[src/rtl/mp_pkg.sv]
`timescale 1ns / 1ps
// Shared types and constants of the meshlet partitioner: word layouts of the
// request and response channels, result kinds and the control word of the cell row.
// No dependencies.
package mp_pkg;

   localparam int IDX_W   = 32;  // global vertex index
   localparam int LOCAL_W = 8;   // meshlet-local slot as seen on the port
   localparam int TOTAL_W = 7;   // descriptor counts as seen on the port

   typedef enum logic {
      MODE_TRIANGLE = 1'b0,
      MODE_FINISH   = 1'b1
   } mode_type;

   typedef enum logic [1:0] {
      KIND_VERTEX   = 2'd0,
      KIND_TRIANGLE = 2'd1,
      KIND_DESC     = 2'd2
   } kind_type;

   typedef struct packed {
      mode_type           mode;
      logic [IDX_W-1:0]   index_a;
      logic [IDX_W-1:0]   index_b;
      logic [IDX_W-1:0]   index_c;
   } req_type;

   typedef struct packed {
      kind_type           kind;
      logic [IDX_W-1:0]   global_vertex;
      logic [LOCAL_W-1:0] local_first;
      logic [LOCAL_W-1:0] local_second;
      logic [LOCAL_W-1:0] local_third;
      logic [IDX_W-1:0]   desc_vertex_offset;
      logic [IDX_W-1:0]   desc_triangle_offset;
      logic [TOTAL_W-1:0] desc_vertex_total;
      logic [TOTAL_W-1:0] desc_triangle_total;
      logic               last;
   } rsp_type;

   // broadcast to every cell of the row
   typedef struct packed {
      logic               clear;   // drop all entries (new meshlet)
      logic               insert;  // append data at the first free cell
      logic [IDX_W-1:0]   data;
   } cell_ctl_type;

endpackage

[src/rtl/mp_rsp_if.sv]
`timescale 1ns / 1ps
// Response channel of the meshlet partitioner: valid/ready plus one result word.
// Depends on mp_pkg.
interface mp_rsp_if;
   import mp_pkg::*;

   logic    valid;
   logic    ready;
   rsp_type word;

   modport source (output valid, output word, input ready);
   modport sink   (input valid, input word, output ready);

endinterface

[src/rtl/mp_sequencer.sv]
`timescale 1ns / 1ps
// Meshlet bookkeeping and result sequencer: latches one looked-up triangle, decides on a
// meshlet split, drives the cell row and emits descriptor, new vertices and triangle one
// word a cycle, while rsp is ready, via an output register. Depends on mp_pkg, mp_rsp_if.
module mp_sequencer #(
   parameter  int MAX_VERTICES  = 64,
   parameter  int MAX_TRIANGLES = 124,
   localparam int SLOT_W        = $clog2(MAX_VERTICES)
) (
   input  logic                   clock,
   input  logic                   reset,
   input  logic                   item_valid,
   input  mp_pkg::req_type        item,
   input  logic [2:0]             hit,
   input  logic [2:0][SLOT_W-1:0] slot,
   output logic                   take,
   output mp_pkg::cell_ctl_type   ctl,
   mp_rsp_if.source               rsp
);
   import mp_pkg::*;

   localparam int VF_W = $clog2(MAX_VERTICES + 1);
   localparam int TF_W = $clog2(MAX_TRIANGLES + 1);

   typedef enum logic [2:0] {
      STEP_DESC,
      STEP_V0,
      STEP_V1,
      STEP_V2,
      STEP_TRI,
      STEP_END
   } step_type;

   typedef struct packed {
      logic                   desc;
      logic [2:0]             fresh;
      logic [2:0][SLOT_W-1:0] slot;
   } dec_type;

   // plan: the triangle under work
   logic                          plan_valid_ff, plan_valid_in;
   mode_type                      plan_mode_ff, plan_mode_in;
   logic [2:0][IDX_W-1:0]         plan_idx_ff, plan_idx_in;
   logic [2:0]                    plan_hit_ff, plan_hit_in;
   logic [2:0][SLOT_W-1:0]        plan_hslot_ff, plan_hslot_in;
   logic [2:0]                    plan_eq_ff, plan_eq_in;  // ab, ac, bc
   logic                          dec_valid_ff, dec_valid_in;
   dec_type                       dec_ff, dec_in;
   logic [4:0]                    done_ff, done_in;
   // meshlet state
   logic [VF_W-1:0]               vfill_ff, vfill_in;
   logic [TF_W-1:0]               tfill_ff, tfill_in;
   logic [IDX_W-1:0]              vbase_ff, vbase_in;
   logic [IDX_W-1:0]              tbase_ff, tbase_in;
   // output register
   logic                          rsp_valid_ff, rsp_valid_in;
   rsp_type                       rsp_word_ff, rsp_word_in;

   dec_type                       dec_comb, dec;
   logic [1:0]                    added;
   logic [VF_W:0]                 vsum;
   logic                          split;
   logic [SLOT_W-1:0]             f0;
   logic [4:0]                    need, pend, step_bit;
   step_type                      step;
   logic                          out_free, fire, out_fire, load, retire, split_fire;
   rsp_type                       word;

   // split decision and slot assignment from the latched lookup
   always_comb begin
      added = {1'b0, ~plan_hit_ff[0]}
            + {1'b0, ~plan_hit_ff[1] & ~plan_eq_ff[0]}
            + {1'b0, ~plan_hit_ff[2] & ~plan_eq_ff[1] & ~plan_eq_ff[2]};
      vsum  = (VF_W+1)'(vfill_ff) + (VF_W+1)'(added);
      split = (tfill_ff >= TF_W'(MAX_TRIANGLES)) || (vsum > (VF_W+1)'(MAX_VERTICES));
      f0    = split ? '0 : vfill_ff[SLOT_W-1:0];

      dec_comb          = '0;
      dec_comb.fresh[0] = split | ~plan_hit_ff[0];
      dec_comb.fresh[1] = ~plan_eq_ff[0] & (split | ~plan_hit_ff[1]);
      dec_comb.fresh[2] = ~plan_eq_ff[1] & ~plan_eq_ff[2] & (split | ~plan_hit_ff[2]);

      dec_comb.slot[0] = dec_comb.fresh[0] ? f0 : plan_hslot_ff[0];
      if (dec_comb.fresh[1]) begin
         dec_comb.slot[1] = f0 + SLOT_W'(dec_comb.fresh[0]);
      end else if (plan_eq_ff[0]) begin
         dec_comb.slot[1] = dec_comb.slot[0];
      end else begin
         dec_comb.slot[1] = plan_hslot_ff[1];
      end
      if (dec_comb.fresh[2]) begin
         dec_comb.slot[2] = f0 + SLOT_W'(dec_comb.fresh[0]) + SLOT_W'(dec_comb.fresh[1]);
      end else if (plan_eq_ff[1]) begin
         dec_comb.slot[2] = dec_comb.slot[0];
      end else if (plan_eq_ff[2]) begin
         dec_comb.slot[2] = dec_comb.slot[1];
      end else begin
         dec_comb.slot[2] = plan_hslot_ff[2];
      end

      if (plan_mode_ff == MODE_FINISH) begin
         dec_comb.desc  = (tfill_ff != '0);
         dec_comb.fresh = '0;
      end else begin
         dec_comb.desc  = split && (tfill_ff != '0);
      end

      // decision is taken once, against the state seen when the plan is first valid, then held
      dec = dec_valid_ff ? dec_ff : dec_comb;
   end

   // next step: descriptor, new vertices, triangle, or a silent end for finish
   always_comb begin
      need = {plan_mode_ff == MODE_TRIANGLE, dec.fresh, dec.desc};
      pend = need & ~done_ff;
      if (pend[0]) begin
         step = STEP_DESC;
      end else if (pend[1]) begin
         step = STEP_V0;
      end else if (pend[2]) begin
         step = STEP_V1;
      end else if (pend[3]) begin
         step = STEP_V2;
      end else if (pend[4]) begin
         step = STEP_TRI;
      end else begin
         step = STEP_END;
      end

      case (step)
         STEP_DESC: step_bit = 5'b00001;
         STEP_V0:   step_bit = 5'b00010;
         STEP_V1:   step_bit = 5'b00100;
         STEP_V2:   step_bit = 5'b01000;
         STEP_TRI:  step_bit = 5'b10000;
         default:   step_bit = 5'b00000;
      endcase

      out_free   = ~rsp_valid_ff | rsp.ready;
      fire       = plan_valid_ff & ((step == STEP_END) | out_free);
      out_fire   = fire & (step != STEP_END);
      retire     = fire & ((step == STEP_TRI) | (step == STEP_END));
      // next lookup may overlap the triangle word: the row does not change then
      take       = ~plan_valid_ff | (fire & (step == STEP_TRI));
      load       = item_valid & take;
      split_fire = fire & (step == STEP_DESC) & (plan_mode_ff == MODE_TRIANGLE);
   end

   // result word
   always_comb begin
      word = '0;
      case (step)
         STEP_DESC: begin
            word.kind                 = KIND_DESC;
            word.desc_vertex_offset   = vbase_ff;
            word.desc_triangle_offset = tbase_ff;
            word.desc_vertex_total    = TOTAL_W'(vfill_ff);
            word.desc_triangle_total  = TOTAL_W'(tfill_ff);
            word.last                 = (plan_mode_ff == MODE_FINISH);
         end
         STEP_V0: begin
            word.kind          = KIND_VERTEX;
            word.global_vertex = plan_idx_ff[0];
         end
         STEP_V1: begin
            word.kind          = KIND_VERTEX;
            word.global_vertex = plan_idx_ff[1];
         end
         STEP_V2: begin
            word.kind          = KIND_VERTEX;
            word.global_vertex = plan_idx_ff[2];
         end
         STEP_TRI: begin
            word.kind         = KIND_TRIANGLE;
            word.local_first  = LOCAL_W'(dec.slot[0]);
            word.local_second = LOCAL_W'(dec.slot[1]);
            word.local_third  = LOCAL_W'(dec.slot[2]);
            word.last         = 1'b1;
         end
         default: begin
            word = '0;
         end
      endcase
   end

   // cell row control
   always_comb begin
      ctl.clear  = split_fire | (fire & (step == STEP_END));
      ctl.insert = fire & ((step == STEP_V0) | (step == STEP_V1) | (step == STEP_V2));
      case (step)
         STEP_V1: ctl.data = plan_idx_ff[1];
         STEP_V2: ctl.data = plan_idx_ff[2];
         default: ctl.data = plan_idx_ff[0];
      endcase
   end

   // next state
   always_comb begin
      plan_valid_in = load ? 1'b1 : (retire ? 1'b0 : plan_valid_ff);
      dec_valid_in  = load ? 1'b0 : (plan_valid_ff | dec_valid_ff);
      dec_in        = plan_valid_ff ? dec : dec_ff;
      done_in       = load ? '0 : (fire ? (done_ff | step_bit) : done_ff);

      plan_mode_in  = load ? item.mode : plan_mode_ff;
      plan_idx_in   = load ? {item.index_c, item.index_b, item.index_a} : plan_idx_ff;
      plan_hit_in   = load ? hit : plan_hit_ff;
      plan_hslot_in = load ? slot : plan_hslot_ff;
      plan_eq_in    = load ? {item.index_b == item.index_c,
                              item.index_a == item.index_c,
                              item.index_a == item.index_b} : plan_eq_ff;

      vfill_in = vfill_ff;
      tfill_in = tfill_ff;
      vbase_in = vbase_ff;
      tbase_in = tbase_ff;
      if (fire && step == STEP_END) begin
         vfill_in = '0;
         tfill_in = '0;
         vbase_in = '0;
         tbase_in = '0;
      end else if (split_fire) begin
         vfill_in = '0;
         tfill_in = '0;
         vbase_in = vbase_ff + IDX_W'(vfill_ff);
         tbase_in = tbase_ff + IDX_W'(tfill_ff);
      end else if (ctl.insert) begin
         vfill_in = vfill_ff + 1'b1;
      end else if (fire && step == STEP_TRI) begin
         tfill_in = tfill_ff + 1'b1;
      end

      rsp_valid_in = out_fire ? 1'b1 : (rsp.ready ? 1'b0 : rsp_valid_ff);
      rsp_word_in  = out_fire ? word : rsp_word_ff;
   end

   always_ff @(posedge clock) begin
      if (reset) begin
         plan_valid_ff <= 1'b0;
         dec_valid_ff  <= 1'b0;
         done_ff       <= '0;
         vfill_ff      <= '0;
         tfill_ff      <= '0;
         vbase_ff      <= '0;
         tbase_ff      <= '0;
         rsp_valid_ff  <= 1'b0;
      end else begin
         plan_valid_ff <= plan_valid_in;
         dec_valid_ff  <= dec_valid_in;
         done_ff       <= done_in;
         vfill_ff      <= vfill_in;
         tfill_ff      <= tfill_in;
         vbase_ff      <= vbase_in;
         tbase_ff      <= tbase_in;
         rsp_valid_ff  <= rsp_valid_in;
      end
   end

   always_ff @(posedge clock) begin
      plan_mode_ff  <= plan_mode_in;
      plan_idx_ff   <= plan_idx_in;
      plan_hit_ff   <= plan_hit_in;
      plan_hslot_ff <= plan_hslot_in;
      plan_eq_ff    <= plan_eq_in;
      dec_ff        <= dec_in;
      rsp_word_ff   <= rsp_word_in;
   end

   assign rsp.valid = rsp_valid_ff;
   assign rsp.word  = rsp_word_ff;

endmodule
[src/flat_wrapper.sv]
// flat-port wrapper written by rule: the top's interface ports become plain ports
module mp_sequencer_flat import mp_pkg::*;
#(
   parameter  int MAX_VERTICES  = 64,
   parameter  int MAX_TRIANGLES = 124,
   localparam int SLOT_W        = $clog2(MAX_VERTICES)
)
  (clock, reset, item_valid, item, hit, slot, take, ctl, rsp_valid, rsp_word, rsp_ready);
  mp_rsp_if rsp_i ();
  input  logic clock;
  input  logic reset;
  input  logic item_valid;
  input  mp_pkg::req_type item;
  input  logic [2:0] hit;
  input  logic [2:0][SLOT_W-1:0] slot;
  output logic take;
  output mp_pkg::cell_ctl_type ctl;
  output wire logic [$bits(rsp_i.valid)-1:0] rsp_valid;
  output wire logic [$bits(rsp_i.word)-1:0] rsp_word;
  input wire logic [$bits(rsp_i.ready)-1:0] rsp_ready;
  assign rsp_valid = rsp_i.valid;
  assign rsp_word = rsp_i.word;
  assign rsp_i.ready = rsp_ready;
  mp_sequencer #(.MAX_VERTICES(MAX_VERTICES), .MAX_TRIANGLES(MAX_TRIANGLES)) u_core (.clock(clock), .reset(reset), .item_valid(item_valid), .item(item), .hit(hit), .slot(slot), .take(take), .ctl(ctl), .rsp(rsp_i));
endmodule
[config.mk]
export PLATFORM = sky130hd
export DESIGN_NAME = mp_sequencer_flat
export DESIGN_NICKNAME = d
export VERILOG_FILES = /design/src/rtl/mp_pkg.sv /design/src/rtl/mp_rsp_if.sv /design/src/rtl/mp_sequencer.sv /design/src/flat_wrapper.sv
export SDC_FILE = /design/constraint.sdc
export NUM_CORES = 1
export LEC_CHECK = 0
export ABC_AREA = 1
export BUFFER_PORTS_ARGS = -buffer_cell sky130_fd_sc_hd__buf_2
export CORE_UTILIZATION = 55
export DETAILED_ROUTE_END_ITERATION = 10
export GPL_TIMING_DRIVEN = 1
export HOLD_SLACK_MARGIN = 0.06
export PLACE_DENSITY_LB_ADDON = 0.12
export SYNTH_ARGS = -nofsm -noshare
export SYNTH_HDL_FRONTEND = slang
export SYNTH_SLANG_ARGS = --single-unit
[constraint.sdc]
create_clock -name clock -period 13.95 [get_ports clock]
set_clock_uncertainty 0.1 [all_clocks]
set_input_delay 2.79 -clock clock [delete_from_list [all_inputs] [get_ports clock]]
set_output_delay 2.79 -clock clock [all_outputs]
set_load 0.02 [all_outputs]
==> run summary <==
The number of warnings printed during yosys synthesis is 0. After synthesis, the largest family of logic cells by area is simple AND/OR/NAND/NOR gates. The worst hold path was traced through 2 stages.

The H-tree generated during clock tree synthesis spans 2 levels. The area fraction in compound gates after synthesis is 6.86%. The post-detailed-placement half-perimeter wirelength came out at 33,300 um. The static leakage is 8.63 nW.

The via total after detailed routing came out at 14,537. The count of standard-cell rows came out at 65. The post-layout minimum cycle time came out at 9.05 ns.

Setup repair after global routing left no endpoint under its margin. The final estimated routing congestion in global placement is 0.918. The simple-gate portion of the synthesized area came out at 21.3%. The final cell utilization of the core is 66.1%.

The height of the die is 183 um. The synthesized-area fraction occupied by xor and xnor cells is 6.95%. The clock edge transition at the registers on the reported setup and hold paths is 0.06 ns.

The worst setup path is launched from a register. The ratio of final minimum period to clock period is 64.9%. Across all hold checks on the routed design, the worst slack comes to 0.357 ns.

TritonCTS built the clock tree. The final layout contains 2,370 nets. STA classifies the critical path endpoint as an output pin. The all-layer global routing usage came out at 28.4%. The floorplan step defined a die boundary enclosing 0.0335 mm^2. The first global-routing pass estimated 74,000 um of wire. The hold path startpoint is u_core.done_ff[3]. The worst-margin pin slew came out at 0.996 ns. Based on the critical path, the design can be clocked at up to 111 MHz. The area of the core is 0.0319 mm^2. The area of the multi-input gates is 0.00673 mm^2. The CTS buffer count is 38. Input and output buffers added on the ports amount to 288. The I/O pin count came out at 295. The sequential element share of the synthesized area came out at 55.2%. The worst register-to-register path ends at u_core.plan_hslot_ff[4].

The number of setup buffers added after CTS is 0. In the post-synthesis netlist, the cell with the most instances is nand2_1. At the later pin of the worst-skew pair, clock insertion delay measures 0.52 ns. The path class of the tightest hold or removal check is reg -> reg. The CTS sink count is 360. The signed area change from the synthesized netlist to the final layout is 16.9%. The number of antenna violations at the first check in global routing came out at 14. After synthesis, the most frequently instantiated cells are 361 x nand2_1, 274 x edfxtp_1, 252 x inv_1. The data arrival time of the critical path is 6.16 ns. The arithmetic-cell share of the synthesized area counting full adders, half adders and majority gates is 2.04%.

The via count of the first global-routing pass is 13,825. The sequential cell area is 0.00995 mm^2. The mean area per synthesized cell came out at 9.23 um^2. The mapped cell area is 0.0180 mm^2. The floorplan step set the die width to 183 um.

The ratio of total power to cell area came out at 126 mW/mm^2. The critical path data required time is 11.06 ns. The top fanout value on the critical path came out at 98. The run finished with clean final reports. The count of antenna-violating nets left after detailed routing is 0. The number of remaining DRC errors is 0. In this run the critical register-to-register path is launched from u_core.plan_eq_ff[1].

The critical path is of the reg -> out type. The count of different cell masters after synthesis came out at 48. The worst hold path terminates at u_core.done_ff[3].

The layout filler cell count came out at 2,643. Setup violations remaining at the end of the flow were counted as 0. The highest ir drop seen on vdd came out at 0.102 mV.

The post-placement cell count is 2,616. The number of iterations in the first detailed-routing pass came out at 5. The multiplexer share of the synthesized area came out at 0%.

Summed over all failing endpoints, the final setup total negative slack is 0 ns. Summing all non-filler instances in the final layout gives an area of 0.0211 mm^2. The number of standard cells in the layout, taps in and fillers out is 2,697. The wire length per cell after detailed routing is 17.9 um.

The async set or reset register ratio after synthesis came out at 0%. After synthesis the netlist holds a flip-flop and latch count of 360. The DRC marker count from the first detailed-route iteration is 1,271. The top-area cell type share of the netlist area came out at 45.6%.

The number of synthesized flops with an enable pin is 274. The quantity of gates resized following cts came out at 0. The number of hold-repair buffers added at the cts stage came out at 0.

The total grt overflow came out at 0. The via count normalized by instance count is 5.39. The final number of hold-violating endpoints was 0. Entering global routing, the biggest net connects 99 pins. The max-slew violation total from the final report is 0. The clock passes through at most 3 buffers.

Ranked by total cell area, the synthesized netlist is headed by edfxtp_1 46%, dfxtp_1 9.5%, nand2_1 7.5%. The most area-hungry cell type in the Yosys netlist is edfxtp_1. The worst max-slew margin expressed relative to the limit came out at 33.6%. The cell count after synthesis came out at 1,953. The number of cells on the worst reg-to-reg path came out at 22. In this run the clock root is driven by a clkbuf_16. The standard cell area after detailed placement is 0.0197 mm^2.

After detailed routing, the total wire length is 48,200 um. The number of max-capacitance violations reported came out at 0. The starting density of the core is 56.6%. The share of post-route cells with drive strength above 1 came out at 17.9%. The register-to-register setup slack came out at 6.66 ns. The dominant register cell in the synthesized netlist is edfxtp_1.
kinds of logic (layout without fill, tap and decap cells):
logic type / Yosys count / count (layout)
simple gates: 861 / 861
flops: 360 / 360
buf+inv: 337 / 630
compound gates: 224 / 224
xor+xnor: 143 / 143
fa+ha+maj: 27 / 27
other cells: 1 / 17
power breakdown:
part	switching, mW	internal, mW	total (mW)	leakage (nW)
Sequential	0.0200	1.23	1.25	3.37
Combinational	0.259	0.0931	0.352	4.62
Clock	0.410	0.654	1.06	0.645
stage by stage:
| stage | worst slack, ns | total power [mW] |
|---|---|---|
| CTS | 4.92 | 2.68 |
| floorplan | 6.85 | 1.50 |
| global placement | 5.71 | 1.61 |
| detailed placement | 5.51 | 1.62 |
| global route | 4.38 | 2.75 |
| finish | 4.90 | 2.66 |
worst max-delay path by stage:
stage / startpoint / slack, ns / end
finish: u_core.plan_eq_ff[1] / 4.90 / ctl[29]
global route: u_core.plan_eq_ff[1] / 4.38 / ctl[29]
CTS: u_core.plan_eq_ff[1] / 4.92 / ctl[29]
detailed placement: u_core.plan_eq_ff[1] / 5.51 / ctl[29]
global placement: u_core.plan_eq_ff[1] / 5.71 / ctl[25]
floorplan: u_core.plan_eq_ff[1] / 6.85 / ctl[0]
flip-flops by register name, indices dropped and copies added (netlist names):
signal / cells
u_core.rsp.valid: 1
u_core.vfill_ff: 7
u_core.plan_idx_ff: 96
u_core.plan_hslot_ff: 18
u_core.rsp.word: 131
u_core.done_ff: 5
u_core.tbase_ff: 32
u_core.plan_eq_ff: 3
u_core.tfill_ff: 7
u_core.dec_valid_ff: 1
u_core.dec_ff: 22
u_core.plan_valid_ff: 1
u_core.vbase_ff: 32
u_core.plan_hit_ff: 3
u_core.plan_mode_ff: 1
layout by cell type (no fill, tap or decap), types with 3 or more instances in the layout:
cell type,Yosys,routed
nand2_1,361,361
buf_2,17,288
edfxtp_1,274,274
inv_1,252,250
nor2_1,211,211
nand3_1,128,128
xor2_1,113,113
o21ai_0,99,99
a21oi_1,95,95
dfxtp_1,86,86
nand4_1,78,78
clkbuf_16,0,41
xnor2_1,30,30
nor4_1,23,23
ha_1,23,23
nor3_1,21,21
or2_2,17,17
diode_2,0,11
buf_4,9,10
inv_2,9,9
clkbuf_1,37,9
nand2_2,7,7
clkinv_1,0,7
conb_1,1,6
bufinv_16,0,5
clkbuf_8,0,5
o2111ai_1,4,4
o21bai_1,4,4
fa_1,4,4
nand3_2,3,3
nor2_2,4,3
a21oi_4,3,3
nand4_4,3,3
a221oi_1,3,3
o41ai_1,3,3
clkinv_2,0,3
area by class of cell:
cell class / count / share of cell area [%]
Antenna cell: 11 / 0.131
Clock buffer: 55 / 5.35
Clock inverter: 15 / 0.908
Inverter: 262 / 4.71
Multi-Input combinational cell: 1261 / 31.9
Sequential cell: 360 / 47.2
Tap cell: 435 / 2.58
Timing Repair Buffer: 298 / 7.19
routing by layer:
| layer | GRT usage (%) | routed length, um | vias up |
|---|---|---|---|
| met5 | 0 | 51 | - |
| met4 | 9.87 | 1280 | 10 |
| met3 | 6.45 | 3780 | 98 |
| met2 | 45.6 | 22300 | 571 |
| met1 | 38.1 | 20700 | 6799 |
| li1 | - | - | 7059 |
worst max-delay path: stages, from the launching register on:
cell,delay (ns)
edfxtp_1,0.49
nor2_1,0.42
inv_1,0.15
or2_2,0.31
fa_1,0.48
inv_1,0.04
ha_1,0.21
fa_1,0.44
nor2_1,0.14
nand2_1,0.10
a21oi_4,0.25
nand3_1,0.11
nand2_1,0.13
nor2_4,0.04
buf_4,0.31
a21oi_4,0.25
nand2_1,0.11
inv_2,0.05
buf_4,0.71
nand3_1,0.18
nand2_1,0.13
inv_1,0.05
o21ai_0,0.17
buf_2,0.25
(Power assumes the default switching activity.)
